`config.mk`:
```
export PLATFORM = sky130hd
export DESIGN_NAME = stdp_frac16
export DESIGN_NICKNAME = d
export VERILOG_FILES = /design/src/stdp_pkg.sv /design/src/stdp_frac16.sv
export SDC_FILE = /design/constraint.sdc
export NUM_CORES = 1
export LEC_CHECK = 0
export ABC_AREA = 1
export BUFFER_PORTS_ARGS = -buffer_cell sky130_fd_sc_hd__buf_2
export CORE_AREA = 2 2 159 161
export CTS_CLUSTER_SIZE = 20
export DETAILED_ROUTE_END_ITERATION = 10
export DIE_AREA = 0 0 161 163
export GPL_TIMING_DRIVEN = 0
export SYNTH_ARGS = -nofsm -noshare
export SYNTH_HDL_FRONTEND = slang
export SYNTH_SLANG_ARGS = --single-unit
```
`constraint.sdc`:
```
create_clock -name clk -period 3.1 [get_ports clk]
set_clock_uncertainty 0.2 [all_clocks]
set_input_delay 0.31 -clock clk [delete_from_list [all_inputs] [get_ports clk]]
set_output_delay 0.31 -clock clk [all_outputs]
set_load 0.03 [all_outputs]
```
`src/stdp_pkg.sv`:
```
`timescale 1ns / 1ps
`default_nettype none

package stdp_pkg;

	localparam int unsigned COORD_W  = 24;
	localparam int unsigned RADIUS_W = 18;
	localparam int unsigned WEIGHT_W = 15;
	localparam int unsigned PEN_W    = 32;
	localparam int unsigned CNT_OUT_W = 7;
	localparam int unsigned CFG_IDX_W = 1;
	localparam int unsigned SQ_W     = 50;	// squared distances, Q.16
	localparam int unsigned RR_W     = 36;	// squared radius
	localparam int unsigned FRAC_W   = 16;
	localparam int unsigned LENF_W   = 29;

	localparam logic [SQ_W-1:0]   LEN2_CAP = SQ_W'(64'd1 << 28);
	localparam logic [LENF_W-1:0] LENF_ONE = LENF_W'(64'd1 << 20);
	localparam logic [FRAC_W:0]   FRAC_ONE = 17'h10000;
	localparam logic [PEN_W-1:0]  PEN_MAX  = '1;

	typedef enum logic [1:0] {
		KIND_CLEAR = 2'd0,
		KIND_LOAD  = 2'd1,
		KIND_QUERY = 2'd2,
		KIND_NONE  = 2'd3
	} kind_t;

	typedef enum logic [CFG_IDX_W-1:0] {
		REG_START_X = 1'b0,
		REG_START_Y = 1'b1
	} cfg_reg_t;

	typedef struct packed {
		logic [1:0]          kind;
		logic [COORD_W-1:0]  threat_x;
		logic [COORD_W-1:0]  threat_y;
		logic [RADIUS_W-1:0] threat_radius;
		logic [WEIGHT_W-1:0] threat_weight;
		logic [COORD_W-1:0]  seg_ax;
		logic [COORD_W-1:0]  seg_ay;
		logic [COORD_W-1:0]  seg_bx;
		logic [COORD_W-1:0]  seg_by;
	} in_t;

	typedef struct packed {
		logic [PEN_W-1:0]     penalty;
		logic                 load_dropped;
		logic [CNT_OUT_W-1:0] threat_count;
	} out_t;

	typedef struct packed {
		logic [COORD_W-1:0]  x;
		logic [COORD_W-1:0]  y;
		logic [RADIUS_W-1:0] radius;
		logic [WEIGHT_W-1:0] weight;
		logic                start_inside;
	} disk_t;

	typedef struct packed {
		logic            start;
		logic [SQ_W-1:0] num;
		logic [SQ_W-1:0] den;
	} div_req_t;

	typedef struct packed {
		logic              done;
		logic [FRAC_W-1:0] quo;
	} div_rsp_t;

	typedef enum logic [4:0] {
		ST_IDLE,
		ST_LOAD_X,
		ST_LOAD_Y,
		ST_LOAD_R,
		ST_LEN_X,
		ST_LEN_Y,
		ST_FETCH,
		ST_RR,
		ST_DA_X,
		ST_DA_Y,
		ST_DB_X,
		ST_DB_Y,
		ST_T_X,
		ST_T_Y,
		ST_T_CHK,
		ST_UDIV,
		ST_P_X,
		ST_P_X2,
		ST_P_Y,
		ST_P_Y2,
		ST_D_X,
		ST_D_Y,
		ST_D_CHK,
		ST_FDIV,
		ST_W,
		ST_L,
		ST_ACC,
		ST_NEXT,
		ST_DONE
	} state_t;

endpackage

`default_nettype wire

```
`src/stdp_frac16.sv`:
```
`timescale 1ns / 1ps
`default_nettype none

// Restoring divider: floor(num * 2^16 / den), num < den, one quotient bit a cycle.
module stdp_frac16 (
	input  wire                     clk,
	input  wire                     arst_n,
	input  stdp_pkg::div_req_t      req,
	output stdp_pkg::div_rsp_t      rsp
);

	logic [stdp_pkg::SQ_W-1:0]   rem_q;
	logic [stdp_pkg::SQ_W-1:0]   den_q;
	logic [stdp_pkg::FRAC_W-1:0] quo_q;
	logic [3:0]                  cnt_q;
	logic                        busy_q;
	logic                        done_q;
	logic [stdp_pkg::SQ_W:0]     rem2;
	logic                        ge;

	always_comb begin
		rem2 = {rem_q, 1'b0};
		ge   = rem2 >= {1'b0, den_q};
	end

	always_ff @(posedge clk or negedge arst_n) begin
		if (!arst_n) begin
			busy_q <= 1'b0;
			done_q <= 1'b0;
			cnt_q  <= '0;
		end else begin
			done_q <= 1'b0;
			if (req.start) begin
				busy_q <= 1'b1;
				cnt_q  <= '0;
			end else if (busy_q) begin
				cnt_q <= cnt_q + 4'd1;
				if (cnt_q == 4'd15) begin
					busy_q <= 1'b0;
					done_q <= 1'b1;
				end
			end
		end
	end

	always_ff @(posedge clk) begin
		if (req.start) begin
			rem_q <= req.num;
			den_q <= req.den;
			quo_q <= '0;
		end else if (busy_q) begin
			rem_q <= ge ? stdp_pkg::SQ_W'(rem2 - {1'b0, den_q}) : rem2[stdp_pkg::SQ_W-1:0];
			quo_q <= {quo_q[stdp_pkg::FRAC_W-2:0], ge};
		end
	end

	assign rsp.done = done_q;
	assign rsp.quo  = quo_q;

	a_no_restart: assert property (@(posedge clk) disable iff (!arst_n)
		req.start |-> !busy_q)
		else $error("divider restarted while busy");

endmodule

`default_nettype wire

```
==> results of run 1 <==
## per-stage QoR
stage	power (W)	utilization [%]	setup TNS, ns
after floorplan	0.00678	-	0
after global placement	0.00863	43.5	-176.58
after detailed placement	0.00867	43.5	-83.15
after CTS	0.0110	50.1	0
after global routing	0.0120	50.5	0
final	0.0111	50.5	0
## registers in the layout, summed over array words and instances (netlist names)
name,count
busy_q,1
rem_q,50
cnt_q,4
done_q,1
quo_q,16
den_q,50
## cell type report
cell class | count | area, um^2
Tap cell | 330 | 413
Clock buffer | 18 | 450
Timing Repair Buffer | 219 | 1600
Clock inverter | 14 | 174
Multi-Input combinational cell | 999 | 4930
Sequential cell | 122 | 3470
Inverter | 325 | 1220
Fill cell | 2553 | 12200
Buffer | 29 | 198
## power by group through the flow
stage,clock network [W],registers [W],logic (W)
final,0.00218,0.00249,0.00647
after global routing,0.00227,0.00254,0.00720
after CTS,0.00221,0.00248,0.00631
after detailed placement,0,0.00250,0.00617
after global placement,0,0.00249,0.00614
after floorplan,0,0.00245,0.00433
## cells by family (layout without fill, tap and decap cells)
group	after synthesis	in the layout	share of synthesized area (%)
buffers and inverters	354	605	14.3
XOR/XNOR	23	23	2.07
AND/OR/NAND/NOR	850	850	36.8
adder cells (fa/ha/maj)	52	52	6.77
flip-flops	122	122	35.8
AO/OA/AOI/OAI	74	74	4.25
## path summary, 6_finish.rpt
| kind | start | to | slack, ns | depth (start not counted) |
|---|---|---|---|---|
| max in group asynchronous | arst_n | busy_q$_DFF_PN0_ | 2.53 | 2 |
| hold reg to reg | cnt_q[3]$_DFFE_PN0P_ | cnt_q[3]$_DFFE_PN0P_ | 0.28 | 1 |
| hold / removal | arst_n | cnt_q[2]$_DFFE_PN0P_ | 0.02 | 2 |
| setup / recovery | rem_q[24]$_DFFE_PP_ | rem_q[17]$_DFFE_PP_ | 0.13 | 13 |
| setup reg to reg | rem_q[24]$_DFFE_PP_ | rem_q[17]$_DFFE_PP_ | 0.13 | 13 |
| min in group clk | req[75] | rem_q[25]$_DFFE_PP_ | 0.11 | 3 |
## metal layers
layer | up-vias | GRT usage, % | share of wire [%]
met1 | 4494 | 38.0 | 50
met4 | 0 | 4.22 | 0.63
met3 | 15 | 2.75 | 4.7
met5 | - | 0 | 0
li1 | 5005 | - | -
met2 | 256 | 41.8 | 44
## cells in the final DEF (no fill, tap or decap), drive strengths merged
cell	instances
nor2	111
nand3	112
a21oi	30
dfxtp	16
inv	335
bufinv	1
o21ai	21
o21bai	6
xnor2	22
and2	3
xor2	1
nor3	6
a21boi	1
nand4	15
nand3b	28
o22ai	15
dfrtp	6
fa	1
clkbuf	30
edfxtp	100
clkinv	3
nand2	574
ha	51
nor4	1
buf	136
dlygate4sd3	100
o21a	1
## what timing repair did
item	CTS	global route
endpoints found under the setup margin	89	34
gates resized for setup	6	24
hold buffers	100	0
endpoints found under the hold margin	105	0
pin swaps	0	1
## worst register-to-register path: stages (launching register included)
cell and delay (ns):
edfxtp_1 0.50, ha_4 0.32, nand2_1 0.17, inv_1 0.08, a21oi_2 0.20, nand2_1 0.15, nand2_1 0.10, a21oi_2 0.07
nor2_4 0.21, buf_6 0.21, buf_6 0.19, nand3b_1 0.10, nand3_1 0.17, nand2_1 0.08
==> results.txt, run 1 <==
post-route ant nets: 0
row count: 58
outcome: finished, final reports clean
Clock Tree Buf Depth: 2
NetSw: 0.00545 W
placed cell areas: 10700 um^2
Arr. time, crit path: 2.96 ns
Core Area: 24700 um^2
Post-Synthesis Cells: 1475
largest net degree at the start of global routing: 60
design area: 12500 um^2
switching share of power: 48.9%
Peak Freq: 337 MHz
Clock Tree Root: clkbuf_16
Yosys reg bits: 122
crit-path max FO: 10
area share of the largest cell type after synthesis: 30.9%
worst skew pair latency: 0.44 ns
TritonCTS clock tree: done
die width: 161 um
max incr delay on CP: 0.50 ns
Min Clock Period, post-route: 2.97 ns
Setup CP Type: flop to flop
dpl ws: -0.959 ns
top cells by area, synth: edfxtp_1 31%, nand2_1 22%, inv_1 12%, ha_1 6.6%, nand3_1 5.6%
Hold Path Class: input port to async pin
crit-path cells: ha_4, nand2_1, inv_1, a21oi_2, nand2_1, nand2_1, a21oi_2, nor2_4, buf_6, buf_6, nand3b_1, nand3_1, nand2_1
Synth cell types: 37
hpwl dp: 26.1 mm
combinational group share of total power: 58.1%
Syn Nets: 1630
die footprint: 26200 um^2
Placer Congestion: 0.910
DR pass1 iterations: 5
gr usage total: 25.8%
Pint: 0.00569 W
Clock Power Share: 19.6%
vias after detailed routing: 9770
crit share post-route: 95.9%
Buffers on Ports: 119
Routed WL per cell: 16.5 um
Clock Sinks: 122
max-slew violations: 0
gr ovfl total: 0
die height: 163 um
DRC violations left: 0
Worst-Margin Slew: 0.774 ns
Fin. Hold Viols: 0
sequential-to-total area share from yosys stat: 35.8%
H-tree levels: 4
CP Buf/Inv Count: 3
Final Non-Filler Cells: 2056
initial antenna violation count: 0
Post-Syn Area: 9710 um^2
P_leak: 6.69 nW
ys async rst share: 4.92%
sequential power share: 22.4%
I/O pin cnt: 120
pwr/cell area: 894 nW/um^2
Synth top cells by count: 571 x nand2_1, 322 x inv_1, 109 x nand3_1
most frequent cell after synthesis: nand2_1
Slew headroom: 48.4%
CP max stage cell: edfxtp_1
syn avg cell area: 6.59 um^2
Post-synth top flop: edfxtp_1
Layout area overhead: 28.3%
crit end category: flop
placed cell count: 1924
Max VDD drop: 0.000330 V
slack of the critical path: 0.128 ns
Layout Nets: 1868
max-cap check violation count: 0
final setup violating endpoints: 0
area leader, netlist: edfxtp_1
synth warn: 0
CP delay by family, top: simple AND/OR/NAND/NOR gates
Reg clk slew, reported paths: 0.08 ns
Initial Util: 39.4%
DR iter-0 viols: 697
share of post-route cells with drive strength above 1: 12.0%
vias in the first global route: 9282
global-route wire length before repair: 51.0 mm
worst hold slack: 0.0167 ns
WL final: 33.8 mm
Post-CTS Setup Inserts: 0
TritonCTS Buffers: 17
Worst EP required: 3.09 ns
RSZ-0062 raised after global routing: no
CP most frequent cell: nand2_1
vias per inst: 4.75
Post-synth EDFFs: 100
Worst setup SP type: flop
ANT cells: 0
Power figures use the tool's default switching activity.
==> run 2, diff against run 1 <==
--- a/config.mk
+++ b/config.mk
@@ -11,7 +11,6 @@
 export CTS_CLUSTER_SIZE = 20
 export DETAILED_ROUTE_END_ITERATION = 10
 export DIE_AREA = 0 0 161 163
-export GPL_TIMING_DRIVEN = 0
 export SYNTH_ARGS = -nofsm -noshare
 export SYNTH_HDL_FRONTEND = slang
 export SYNTH_SLANG_ARGS = --single-unit
==> run 2 against run 1 <==
  * Largest cell class unchanged
  * Combinational power fell by 4.8%
  * Global-route usage shrank 1.9 points
  * Sequential share of layout area rose by 0.41 points
  * Final cell count is 0.92% lower
  * Worst setup slack improved by 0.066 ns
  * Routed wire length is 9.1% lower
  * Core utilization fell by 0.73 points
  * Non-clock buffer count is 19 lower
  * Die area unchanged
  * Total power fell by 3.6%
  * Via count decreased by 2.0%
==> results.txt, run 2 (synthesis gave the netlist of run 1 again) <==
WL final: 30.8 mm (-9.1%)
share of post-route cells with drive strength above 1: 10.8% (-1.2 points)
pwr/cell area: 874 nW/um^2 (-2.2%)
I/O pin cnt: 120 (unchanged)
Reg2Reg Setup Slack: 0.19 ns (+0.07 ns)
worst skew pair latency: 0.44 ns (about the same)
post-route ant nets: 0 (unchanged)
reg-to-reg endpoint: rem_q[43]$_DFFE_PP_
cells on worst reg2reg path: 13 (unchanged)
Peak Freq: 344 MHz (+2.3%)
Min Clock Period, post-route: 2.91 ns (-0.0655 ns)
RSZ-0062 raised after global routing: no
Worst-Margin Slew: 0.618 ns (-0.155 ns)
leading cell type in the layout, fill and taps excluded: nand2_1
die height: 163 um (unchanged)
crit end category: flop
max-cap check violation count: 0 (unchanged)
H-tree levels: 4 (unchanged)
largest net degree at the start of global routing: 55 (-8.3%)
Max VDD drop: 0.000375 V (+14%)
Layout Nets: 1849 (-1.0%)
P_leak: 6.64 nW (-0.76%)
Arr. time, crit path: 2.90 ns (-0.06 ns)
Worst EP required: 3.09 ns (about the same)
gr usage total: 24.0% (-1.9 points)
Reg clk slew, reported paths: 0.07 ns (about the same)
Clock Tree Buf Depth: 2 (unchanged)
ANT cells: 0 (unchanged)
max-slew violations: 0 (unchanged)
die footprint: 26200 um^2 (unchanged)
hpwl dp: 23.4 mm (-11%)
TritonCTS Buffers: 17 (unchanged)
outcome: finished, final reports clean
Core Area: 24700 um^2 (unchanged)
Final Total Pwr: 0.0107 W (-3.6%)
Clock Tree Root: clkbuf_16
gr ovfl total: 0 (unchanged)
worst hold slack: 0.00996 ns (-0.00671 ns)
DRC violations left: 0 (unchanged)
Routed WL per cell: 15.1 um (-8.2%)
TritonCTS clock tree: done
setup total negative slack: 0 ns (unchanged)
Worst setup SP type: flop
hold endpoint: rem_q[16]$_DFFE_PP_
vias in the first global route: 9169 (-1.2%)
reg-to-reg startpoint: rem_q[33]$_DFFE_PP_
DR iter-0 viols: 603 (-13%)
row count: 58 (unchanged)
die width: 161 um (unchanged)
Setup CP Type: flop to flop
vias per inst: 4.70 (-1.1%)
Placer Congestion: 0.971 (+6.7%)
Buffers on Ports: 119 (unchanged)
initial antenna violation count: 0 (unchanged)
global-route wire length before repair: 48.7 mm (-4.5%)
Layout area overhead: 26.4%
crit-path max FO: 27 (+17)
beginning of the worst hold path: req[66]
Clock Sinks: 122 (unchanged)
DR pass1 iterations: 5 (unchanged)
Slew headroom: 58.8% (+10 points)
registers with the most flip-flops: den_q: 50 flops, rem_q: 50 flops, quo_q: 16 flops
Hold Path Class: input port to flop
Hold Path Depth: 3
crit share post-route: 93.7% (-2.1 points)
final setup violating endpoints: 0 (unchanged)
Initial Util: 39.4% (unchanged)
vias after detailed routing: 9572 (-2.0%)
most frequent cells in the layout: 570 x nand2_1, 321 x inv_1, 118 x buf_2
Fin. Hold Viols: 0 (unchanged)
[run 2: cell types whose count changed in the layout (fill, tap and decap cells not counted), moves of 3 or more]
cell	previous run	this run
clkbuf_1	8	0
nor2_1	96	103
buf_6	7	1
ha_1	44	50
nor2_2	10	4
buf_12	0	4
buf_2	122	118
buf_4	5	8
ha_2	4	1
ha_4	3	0
[run 2: how the worst max path moves through the flow]
stage	startpoint	endpoint	slack [ns]	cells after the start
after global routing	rem_q[33]$_DFFE_PP_	rem_q[43]$_DFFE_PP_	0.05	13
after detailed placement	rem_q[42]$_DFFE_PP_	rem_q[27]$_DFFE_PP_	0.17	13
after global placement	rem_q[17]$_DFFE_PP_	rem_q[44]$_DFFE_PP_	0.19	12
after CTS	rem_q[42]$_DFFE_PP_	rem_q[27]$_DFFE_PP_	0.18	13
after floorplan	req[100]	rem_q[0]$_DFFE_PP_	0.1	4
final	rem_q[33]$_DFFE_PP_	rem_q[43]$_DFFE_PP_	0.19	13
[run 2: cell type report]
class	count	area, um^2
Fill cell	2521	12400
Multi-Input combinational cell	999	4850
Sequential cell	122	3470
Timing Repair Buffer	229	1720
Inverter	325	1220
Clock buffer	17	425
Tap cell	330	413
Clock inverter	15	173
[run 2: timing repair]
item,in CTS,in global routing
buffers inserted,0,0
gates resized for setup,0,2
hold buffers,98,0
endpoints found under the setup margin,0,13
endpoints found under the hold margin,103,0
[run 2: per-stage QoR]
stage                     utilization, %  std cells  cell area (um^2)  setup WS, ns
after floorplan                        -       1475              9710        0.0958
final                               49.8       2037             12300         0.194
after global placement              43.4       1907             10700         0.190
after detailed placement            43.4       1907             10700         0.170
after global routing                49.8       2037             12300        0.0493
after CTS                           49.8       2037             12300         0.176
[run 2: critical path: stages, from the launching register on]
cell,delay (ns)
edfxtp_1,0.40
ha_1,0.37
nand2_1,0.12
nor2_1,0.26
nand2_1,0.18
nor2_1,0.23
nand3_1,0.13
nand3_2,0.11
nor2_4,0.06
nand2_4,0.09
buf_12,0.18
nand3_1,0.16
nand2_1,0.11
nand2_1,0.05
[run 2: report_power, final]
group	internal (W)	switching, W	total (W)
Combinational	0.00217	0.00399	0.00616
Clock	0.00116	0.000950	0.00211
Sequential	0.00226	0.000208	0.00247
Total	0.00559	0.00515	0.0107
[run 2: routing by layer]
layer  vias to the layer above  share of wire (%)  global-route usage, %
met2                       287                 43                   37.3
li1                       4967                  -                      -
met1                      4293                 50                   35.2
met3                        25                5.7                   3.72
met4                         0                1.2                   5.03
met5                         -                  0                      0
==> run 3, diff against run 2 <==
--- a/config.mk
+++ b/config.mk
@@ -7,10 +7,13 @@
 export LEC_CHECK = 0
 export ABC_AREA = 1
 export BUFFER_PORTS_ARGS = -buffer_cell sky130_fd_sc_hd__buf_2
-export CORE_AREA = 2 2 159 161
+export CORE_AREA = 2 2 138 140
 export CTS_CLUSTER_SIZE = 20
 export DETAILED_ROUTE_END_ITERATION = 10
-export DIE_AREA = 0 0 161 163
+export DIE_AREA = 0 0 140 142
+export HOLD_SLACK_MARGIN = 0.15
+export PLACE_DENSITY = 0.77
+export SETUP_SLACK_MARGIN = 0.4
 export SYNTH_ARGS = -nofsm -noshare
 export SYNTH_HDL_FRONTEND = slang
 export SYNTH_SLANG_ARGS = --single-unit
==> run 3 against run 2 <==
  * The flow now finishes with violations (DRC)
  * Routed wire length is 16% higher
  * Core utilization increased by 25 points
  * Non-clock buffer count up 47
  * Final cell count fell by 2.4%
  * Total power rose by 23%
  * Die area decreased by 24%
  * Critical path depth up 1
  * Combinational power increased by 39%
  * Largest power group unchanged
==> results.txt, run 3 (synthesis gave the netlist of run 1 again) <==
hold endpoint: cnt_q[3]$_DFFE_PN0P_
Arr. time, crit path: 2.80 ns (-0.10 ns)
vias after detailed routing: 10500 (+10%)
WL final: 35.8 mm (+16%)
TritonCTS clock tree: done
ANT cells: 0 (unchanged)
Peak Freq: 355 MHz (+3.1%)
row count: 50 (-14%)
Clock Tree Buf Depth: 2 (unchanged)
Placer Congestion: 1.01 (+4.0%)
reg-to-reg endpoint: rem_q[28]$_DFFE_PP_
die width: 140 um (-13%)
DR iter-0 viols: 951 (+58%)
Reg2Reg Setup Slack: 0.28 ns (+0.09 ns)
Clock Tree Root: clkbuf_16
DRC violations left: 4 (+4)
failing checks: DRC
slack of the critical path: 0.282 ns (+0.0878 ns)
I/O pin cnt: 120 (unchanged)
registers with the most flip-flops: den_q: 50 flops, rem_q: 50 flops, quo_q: 16 flops
RSZ-0062 raised after global routing: yes
Fin. Hold Viols: 0 (unchanged)
Clock Sinks: 122 (unchanged)
max-cap check violation count: 0 (unchanged)
crit-path max FO: 6 (-78%)
DR pass1 iterations: 9 (+4)
Worst setup SP type: flop
Hold Path Class: flop to flop
Layout area overhead: 42.9%
dpl ws: 0.0923 ns (-0.0776 ns)
setup total negative slack: 0 ns (unchanged)
Reg clk slew, reported paths: 0.07 ns (about the same)
leading cell type in the layout, fill and taps excluded: nand2_1
most frequent cells in the layout: 506 x nand2_1, 313 x inv_1, 118 x buf_2
Max VDD drop: 0.000540 V (+44%)
vias in the first global route: 9501 (+3.6%)
P_leak: 7.09 nW (+6.8%)
post-route ant nets: 0 (unchanged)
share of post-route cells with drive strength above 1: 23.2% (+12 points)
cells on worst reg2reg path: 14 (+1)
Worst EP required: 3.08 ns (about the same)
hpwl dp: 22.4 mm (-3.9%)
largest net degree at the start of global routing: 102 (+85%)
H-tree levels: 4 (unchanged)
Buffers on Ports: 119 (unchanged)
Slew headroom: 62.0% (+3.2 points)
Initial Util: 52.6% (+13 points)
crit end category: flop
Setup CP Type: flop to flop
die footprint: 19900 um^2 (-24%)
initial antenna violation count: 0 (unchanged)
pwr/cell area: 956 nW/um^2 (+9.3%)
final setup violating endpoints: 0 (unchanged)
Min Clock Period, post-route: 2.82 ns (-0.0878 ns)
beginning of the worst hold path: cnt_q[3]$_DFFE_PN0P_
Layout Nets: 1897 (+2.6%)
reg-to-reg startpoint: rem_q[27]$_DFFE_PP_
outcome: finished with violations
die height: 142 um (-13%)
CP Launch Point: rem_q[27]$_DFFE_PP_
TritonCTS Buffers: 17 (unchanged)
global-route wire length before repair: 49.5 mm (+1.7%)
gr ovfl total: 0 (unchanged)
worst skew pair latency: 0.44 ns (about the same)
crit share post-route: 90.9% (-2.8 points)
max-slew violations: 0 (unchanged)
vias per inst: 5.30 (+13%)
Core Area: 18500 um^2 (-25%)
Hold Path Depth: 1 (-2)
Routed WL per cell: 18.0 um (+19%)
Worst-Margin Slew: 0.570 ns (-0.0480 ns)
gr usage total: 32.3% (+8.4 points)
-- run 3: cell types whose count changed in the layout (fill, tap and decap cells not counted), moves of 11 or more --
cell and delta:
nand3_2 +27, nand2_2 +56, buf_4 +26, nor2_2 +11, nor2_1 -19, ha_4 +46, ha_1 -45, nand2_1 -64
nand3_1 -33
-- run 3: worst max-delay path by stage --
stage                           to  slack [ns]  cells after the start
2_1_floorplan  rem_q[21]$_DFFE_PP_        0.72                     13
3_3_place_gp   rem_q[43]$_DFFE_PP_        0.06                     13
3_5_place_dp   rem_q[43]$_DFFE_PP_        0.09                     13
4_1_cts        rem_q[49]$_DFFE_PP_        0.38                     16
5_1_grt        rem_q[28]$_DFFE_PP_        0.21                     16
6_report       rem_q[28]$_DFFE_PP_        0.28                     14
-- run 3: worst max-delay path, stage by stage (launching register included) --
cell and delay (ns):
edfxtp_1 0.45, ha_4 0.34, nand2_2 0.08, nor2_2 0.18, inv_2 0.10, nor2_4 0.14
nand2_1 0.08, a21oi_2 0.18, nor2_4 0.08, buf_12 0.14, nand2_8 0.13, buf_12 0.15
nand3_1 0.09, nand3_1 0.12, nand2_1 0.09
-- run 3: layout make-up --
type                            count  area, um^2
Clock buffer                       18         450
Multi-Input combinational cell   1000        5990
Timing Repair Buffer              276        2310
Clock inverter                     14         144
Tap cell                          234         293
Inverter                          325        1220
Fill cell                        1343        4570
Sequential cell                   122        3470
-- run 3: what timing repair did --
action,CTS,global route
setup endpoints to repair,49,49
cloned,1,13
pin swaps,2,69
hold buffers,103,0
hold endpoints to repair,107,0
resized for setup,25,204
setup buffers,3,27
-- run 3: layer usage --
metal / vias up / track usage, % / part of all wire [%]
met5: - / 0 / 0
li1: 5078 / - / -
met2: 498 / 53.8 / 47
met4: 0 / 7.81 / 2.2
met1: 4880 / 45.0 / 43
met3: 77 / 4.54 / 7.6
-- run 3: per-stage QoR --
step	utilization, %	instance area (um^2)	hold WS [ns]	power [W]	cells
6_report	75.2	13900	0.292	0.0133	1989
5_1_grt	75.2	13900	0.313	0.0140	1989
4_1_cts	66.9	12400	0.290	0.0107	1949
3_5_place_dp	57.2	10600	-0.0623	0.00834	1810
3_3_place_gp	57.2	10600	-0.0629	0.00828	1810
2_1_floorplan	-	9720	-0.186	0.00678	1475
-- run 3: power breakdown --
| part | leakage [nW] | internal [W] | switching (W) |
|---|---|---|---|
| clock | 0.291 | 0.00112 | 0.000943 |
| combinational | 5.56 | 0.00349 | 0.00506 |
| sequential | 1.24 | 0.00228 | 0.000378 |
| total | 7.09 | 0.00689 | 0.00638 |
